$ cat config.mk
export PLATFORM = sky130hd
export DESIGN_NAME = fct_sine
export DESIGN_NICKNAME = d
export VERILOG_FILES = /design/src/rtl/assert_macros.svh /design/src/rtl/fct_pkg.sv /design/src/rtl/fct_sine.sv
export SDC_FILE = /design/constraint.sdc
export NUM_CORES = 2
export LEC_CHECK = 0
export ABC_AREA = 0
export BUFFER_PORTS_ARGS = -buffer_cell sky130_fd_sc_hd__buf_2
export CAP_MARGIN = 10
export CORE_UTILIZATION = 35
export CTS_BUF_LIST = sky130_fd_sc_hd__clkbuf_4 sky130_fd_sc_hd__clkbuf_8 sky130_fd_sc_hd__clkbuf_16
export DETAILED_ROUTE_END_ITERATION = 10
export PLACE_DENSITY = 0.49
export SYNTH_ARGS = -nofsm -noshare
export SYNTH_HDL_FRONTEND = slang
export SYNTH_SLANG_ARGS = --single-unit
$ cat constraint.sdc
create_clock -name clk -period 10.2 [get_ports clk]
set_input_delay 1.02 -clock clk [delete_from_list [all_inputs] [get_ports clk]]
set_output_delay 1.02 -clock clk [all_outputs]
set_load 0.01 [all_outputs]
$ cat src/rtl/assert_macros.svh
// Assertion macros for the RTL files that carry checks (here facing_cone_test_unit).
`ifndef ASSERT_MACROS_SVH
`define ASSERT_MACROS_SVH

// Same-cycle implication, clocked on clk and disabled while rst_n is low.
`define FCT_ASSERT_NOW(lbl, ante, cons) \
    lbl: assert property (@(posedge clk) disable iff (!rst_n) (ante) |-> (cons)) \
        else $error("assertion failed: same-cycle check");

// Next-cycle implication, clocked on clk and disabled while rst_n is low.
`define FCT_ASSERT_NEXT(lbl, ante, cons) \
    lbl: assert property (@(posedge clk) disable iff (!rst_n) (ante) |=> (cons)) \
        else $error("assertion failed: next-cycle check");

`endif

$ cat src/rtl/fct_pkg.sv
// Shared constants and types for the facing cone test pipeline.
package fct_pkg;

    localparam int COORD_BITS_DEF = 24;
    localparam int ANGLE_BITS_DEF = 16;

    localparam int HEADING_W = 16;
    localparam int THR_W     = 16;
    localparam int THR2_W    = 32;

    localparam logic [THR_W-1:0]  THR_RESET  = 16'd23167;
    localparam logic [THR2_W-1:0] THR2_RESET = 32'(THR_RESET * THR_RESET);

    // Quarter-sine polynomial, Q15 fraction
    localparam int Z_W     = 16;
    localparam int FRAC    = 15;
    localparam int QUARTER = 16384;
    localparam int SIN_ONE = 32768;
    localparam int SIN_A   = 51472;
    localparam int SIN_B   = 21024;
    localparam int SIN_C   = 2320;

    // Heading quadrant codes
    localparam logic [1:0] QUAD_0 = 2'd0;
    localparam logic [1:0] QUAD_1 = 2'd1;
    localparam logic [1:0] QUAD_2 = 2'd2;
    localparam logic [1:0] QUAD_3 = 2'd3;

    typedef logic [Z_W-1:0] zval_t;

endpackage

$ cat src/rtl/fct_sine.sv
// Four-stage quarter-sine polynomial evaluator, Q15 in and out.
module fct_sine (
    input  logic          clk,
    input  logic [3:0]    en,
    input  fct_pkg::zval_t z,
    output fct_pkg::zval_t s
);

    localparam int MUL_W  = 32;
    localparam int ZC_W   = 12;
    localparam int DIFF_W = MUL_W + 1;

    // Stage a: z and z squared
    fct_pkg::zval_t za_reg, z2a_reg;
    logic [MUL_W-1:0] zsq;
    fct_pkg::zval_t z2a_next;

    // Stage b: z cubed, correction term and linear term
    fct_pkg::zval_t z3b_reg;
    logic [ZC_W-1:0] zcb_reg;
    logic [MUL_W-1:0] azb_reg;
    logic [MUL_W-1:0] m3, mc;
    fct_pkg::zval_t z3b_next;
    logic [ZC_W-1:0] zcb_next;
    logic [MUL_W-1:0] azb_next;

    // Stage c: cubic term
    logic [MUL_W-1:0] azc_reg, prodc_reg;
    fct_pkg::zval_t inner;
    logic [MUL_W-1:0] prodc_next;

    // Stage d: clamped result
    fct_pkg::zval_t sd_reg, sd_next;
    logic signed [DIFF_W-1:0] diff, sh;

    assign zsq      = MUL_W'(z) * MUL_W'(z);
    assign z2a_next = zsq[fct_pkg::FRAC +: fct_pkg::Z_W];

    assign m3       = MUL_W'(z2a_reg) * MUL_W'(za_reg);
    assign mc       = MUL_W'(z2a_reg) * MUL_W'(fct_pkg::SIN_C);
    assign z3b_next = m3[fct_pkg::FRAC +: fct_pkg::Z_W];
    assign zcb_next = mc[fct_pkg::FRAC +: ZC_W];
    assign azb_next = MUL_W'(fct_pkg::SIN_A) * MUL_W'(za_reg);

    assign inner      = fct_pkg::Z_W'(fct_pkg::SIN_B) - fct_pkg::Z_W'(zcb_reg);
    assign prodc_next = MUL_W'(z3b_reg) * MUL_W'(inner);

    always_comb
    begin
        diff = $signed({1'b0, azc_reg}) - $signed({1'b0, prodc_reg});
        sh   = diff >>> fct_pkg::FRAC;
        if (diff[DIFF_W-1])
        begin
            sd_next = '0;
        end
        else if (sh > fct_pkg::SIN_ONE)
        begin
            sd_next = fct_pkg::Z_W'(fct_pkg::SIN_ONE);
        end
        else
        begin
            sd_next = sh[fct_pkg::Z_W-1:0];
        end
    end

    always_ff @(posedge clk)
    begin
        if (en[0])
        begin
            za_reg  <= z;
            z2a_reg <= z2a_next;
        end
        if (en[1])
        begin
            z3b_reg <= z3b_next;
            zcb_reg <= zcb_next;
            azb_reg <= azb_next;
        end
        if (en[2])
        begin
            azc_reg   <= azb_reg;
            prodc_reg <= prodc_next;
        end
        if (en[3])
        begin
            sd_reg <= sd_next;
        end
    end

    assign s = sd_reg;

endmodule

# Yosys cells after proc, flatten, opt, wreduce, memory -nomap -nowiden
# Index checks and enable logic that the tools add are counted.
[op_classes]
add_sub_neg = 2
multipliers = 5
n_lt_le_gt_ge = 1
mux = 1
n_reduce_logical = 1
[ops]
columns = ["cell", "count"]
rows = [
  ["multiplier 16 x 16 -> 31 bit", 2],
  ["subtractor 32 x 32 -> 33 bit", 1],
  ["multiplier 16 x 16 -> 32 bit", 1],
  ["multiplier 12 x 16 -> 28 bit (first input constant)", 1],
  ["multiplier 16 x 8 -> 23 bit (second input constant)", 1],
  ["> comparator 18 x 17 -> 1 bit (second input constant)", 1],
  ["two-way mux 16 bit", 1],
  ["subtractor 15 x 12 -> 16 bit (first input constant)", 1],
  ["OR reduction 2 bit", 1],
]
[word_totals]
regBits = 164
in_bits = 21
out_inout_bits = 16
wordCells = 19

# Logic depth before layout (Yosys ltp)
[logic_depth]
depth_word = 3
mapped_depth = 32

# Worst setup path after synthesis
# No wires, ideal clock.
[synth_path]
path_type = "flip-flop to flip-flop"
startpoint = "register zcb_reg[0]"
endpoint = "register prodc_reg[30] (data pin)"
setup_ns = 0.258
t_arrival_ns = 6.974
path_slack_ns = 2.968
stages_incl_launch_ff = 30
path_cell_list = "edfxtp_1 > clkbuf_1 > inv_1 > ha_1 > nand2_1 > o21ai_0 > xor2_1 > clkbuf_1 > nor2b_1 > fa_1 > inv_1 > fa_1 > fa_1 > fa_1 > inv_1 > fa_1 > inv_1 > fa_1 > inv_1 > ha_1 > and4_1 > and2_1 > a31oi_1 > a21oi_1 > nand4_1 > a31oi_1 > a221oi_1 > nand2_1 > a31oi_1 > xnor2_1"
[synth_between]
elab_chain_len = 2
[synth_rtl]
columns = ["item", "line_no", "text"]
rows = [
  ["from (decl)", "fct_sine.sv:20", "logic [ZC_W-1:0] zcb_reg;"],
  ["from (signal assigned)", "fct_sine.sv:76", "zcb_reg <= zcb_next;"],
  ["subtractor 15 x 12 -> 16 bit", "fct_sine.sv:45", "assign inner = fct_pkg::Z_W'(fct_pkg::SIN_B) - fct_pkg::Z_W'(zcb_reg);"],
  ["multiplier 16 x 16 -> 32 bit", "fct_sine.sv:46", "assign prodc_next = MUL_W'(z3b_reg) * MUL_W'(inner);"],
  ["named net prodc_next[30]", "fct_sine.sv:30", "logic [MUL_W-1:0] prodc_next;"],
  ["to (signal assigned)", "fct_sine.sv:82", "prodc_reg <= prodc_next;"],
  ["to (decl)", "fct_sine.sv:28", "logic [MUL_W-1:0] azc_reg, prodc_reg;"],
]
# The timed path passes the listed nets, and every way through them passes these cells.
# A chain may end at the register's enable or synchronous reset.

# Final worst setup path
# Same ends and word-level chain as after synthesis.

==> flow_summary.json <==
{
  "cts_buffers": 17,
  "cts.sinks": 164,
  "fin_nets": 4406,
  "final_cell_mix": "inv_1 (816), fa_1 (558), ha_1 (469)",
  "maxSlewViolCount": 0,
  "vias_per_cell": 4.64,
  "cp_num_buf_inv": 5,
  "grt_overflow": 0,
  "wl_met1_um": 35000,
  "cp_data_required_time_ns": 10.43,
  "path_clk_slew_ns": 0.08,
  "ys_ff_latch": 164,
  "slowest_stage": "xor2_2",
  "cts-hold-fix-buffers": 0,
  "clock_skew_ns": 0.0183,
  "rsz0062_at_grt": "no",
  "setup_tns_ns": 0,
  "ys_seq_area_share_pct": 15.2,
  "dp_hpwl_um": 60100,
  "antenna_found_initial": 1,
  "cap_violations": 0,
  "drive_gt1_share_pct": 4.15,
  "yosys_warnings": 0,
  "r2r_slack_ns": 2.03,
  "synth_area_leaders": "fa_1 (34%), ha_1 (18%), edfxtp_1 (15%)",
  "cts_max_path_buffers": 2,
  "syn-mean-instance-area_um2": 9.69,
  "synth_nets": 4399,
  "critPathMaxStageDelay_ns": 0.84,
  "routabilityCongestion": 0.824,
  "crit_path_end_kind": "flip-flop",
  "post-synth-top-area-cell": "fa_1",
  "synth_edf_count": 164,
  "ant_nets": 0,
  "clk_latency_ns": 0.48,
  "path_class": "flip-flop to flip-flop",
  "cts_max_level": 4,
  "grt_pass1_wl_um": 126000,
  "finalHoldViolations": 0,
  "status": "finished clean",
  "post_drt_wl_per_cell_um": 16.4,
  "synth_cell_types": 80,
  "final_common_cell": "inv_1",
  "via_count": 21416,
  "num-fill-cells": 9353,
  "die_height_um": 307,
  "fmax_ghz": 0.122,
  "synth_cells": 3351,
  "initial_core_util_pct": 35.4,
  "slew_headroom_pct": 30.8,
  "rows": 111,
  "areaGrowthSynthToFinish_pct": 7.33,
  "drt-total-wl_um": 75500,
  "yosysTopAreaCellShare_pct": 34.4,
  "finalCritPeriodShare_pct": 80.1,
  "start_kind": "flip-flop",
  "core_area_um2": 91800,
  "hold_class": "flip-flop to flip-flop",
  "setup_viol": 0,
  "drt_iter0_drc": 839,
  "synthFlopType": "edfxtp_1",
  "cts_tree": "built",
  "wl_met2_um": 37200,
  "cts_resized": 0,
  "arrival_ns": 8.40,
  "syn-cell-area_um2": 32500,
  "met3WireLength_um": 2080,
  "drcViolationCount": 0,
  "post-route-min-period_ns": 8.17,
  "crit_top_cell": "fa_1",
  "synthArstFlopShare_pct": 0,
  "dieArea_um2": 94000,
  "worstMarginPinSlew_ns": 1.04,
  "ios": 37,
  "n_antenna_cell": 0,
  "portBuffers": 36,
  "grt_pass1_vias": 23411,
  "grt_max_degree": 61,
  "die_w_um": 307,
  "path_delay_family": "adder cells",
  "path_max_fanout": 18,
  "root_buffer": "clkbuf_16",
  "dr.max_layer_used": "met4",
  "largest_reg_flops": 32,
  "cts_setup_buffers": 0,
  "drt_first_pass_iters": 5,
  "grt_util_all_layers_pct": 17.1
}
-- stage by stage --
step	util [%]	instances	hold slack (ns)	cell area (um^2)	worst slack, ns
2_1_floorplan	-	3351	0.400	32500	2.97
3_3_place_gp	37.3	4582	0.401	34200	2.12
3_5_place_dp	37.3	4582	0.405	34200	1.96
4_1_cts	37.9	4613	0.407	34800	1.96
5_1_grt	37.9	4613	0.410	34800	1.44
6_report	37.9	4613	0.404	34800	2.03
-- final timing paths --
path / start / to / cells after the start
worst max-delay path: zcb_reg[0]$_DFFE_PP_ / prodc_reg[30]$_DFFE_PP_ / 27
worst min-delay path: azb_reg[30]$_DFFE_PP_ / azc_reg[30]$_DFFE_PP_ / 0
worst max register to register: zcb_reg[0]$_DFFE_PP_ / prodc_reg[30]$_DFFE_PP_ / 27
worst min register to register: azb_reg[30]$_DFFE_PP_ / azc_reg[30]$_DFFE_PP_ / 0
-- Yosys cell counts (all sizes together), types with 3 or more instances --
| cell | n |
|---|---|
| a31o | 4 |
| a21o | 41 |
| a2111oi | 5 |
| nor2 | 115 |
| clkbuf | 87 |
| o21bai | 7 |
| o2111ai | 4 |
| a21oi | 89 |
| inv | 816 |
| xnor2 | 77 |
| o21ai | 41 |
| nand3 | 17 |
| ha | 469 |
| fa | 558 |
| a211oi | 12 |
| o211ai | 7 |
| or2 | 7 |
| a2111o | 3 |
| nand4 | 12 |
| or3 | 5 |
| nor2b | 41 |
| nor3 | 31 |
| xor2 | 38 |
| and4 | 4 |
| a211o | 3 |
| edfxtp | 164 |
| a41oi | 3 |
| o31ai | 4 |
| a31oi | 7 |
| nand3b | 3 |
| o21a | 20 |
| and2 | 199 |
| a221oi | 6 |
| nand2b | 12 |
| and3 | 22 |
| a311o | 3 |
| buf | 4 |
| nand2 | 374 |
-- kinds of logic (layout without fill, tap and decap cells) --
| group | after synthesis | after routing | synth area share, % |
|---|---|---|---|
| xor+xnor | 115 | 115 | 3.10 |
| fa+ha+maj | 1027 | 1027 | 52.5 |
| compound gates | 281 | 281 | 5.97 |
| simple gates | 854 | 854 | 12.7 |
| flops | 164 | 164 | 15.2 |
| buf+inv | 908 | 927 | 10.5 |
| mux | 2 | 2 | 0.0655 |
-- worst register-to-register path: stages (launching register included) --
cell and delay [ns]:
edfxtp_1 0.67, inv_1 0.16, ha_1 0.21, nand2_1 0.11, o21ai_0 0.40, xor2_2 0.84
nor2b_1 0.15, fa_1 0.52, inv_1 0.05, fa_1 0.46, fa_1 0.50, fa_1 0.54
inv_1 0.05, fa_1 0.47, inv_1 0.05, fa_1 0.48, inv_1 0.04, ha_1 0.32
and4_1 0.24, and2_1 0.16, a31oi_1 0.22, a21oi_1 0.12, nand4_1 0.14, a31oi_1 0.17
a221oi_1 0.49, nand2_1 0.10, a31oi_1 0.22, xnor2_1 0.08
-- final cells by class --
| class | count | area, um^2 | area share, % |
|---|---|---|---|
| sequential | 164 | 4920 | 14.1 |
| tap | 1243 | 1560 | 4.46 |
| inverter | 817 | 3070 | 8.80 |
| clock inverter | 14 | 214 | 0.614 |
| multi-input combinational | 2279 | 24100 | 69.3 |
| clock buffer | 17 | 425 | 1.22 |
| timing repair buffer | 79 | 503 | 1.44 |
-- routing by layer --
metal | global-route usage, % | up-vias
met1 | 22.6 | 10693
met2 | 30.0 | 278
met3 | 1.85 | 61
li1 | - | 10384
met4 | 3.87 | 0
met5 | 0 | -
Power is not shown: default switching activity piles up to over one toggle a cycle in this logic, so the estimate is an artifact.
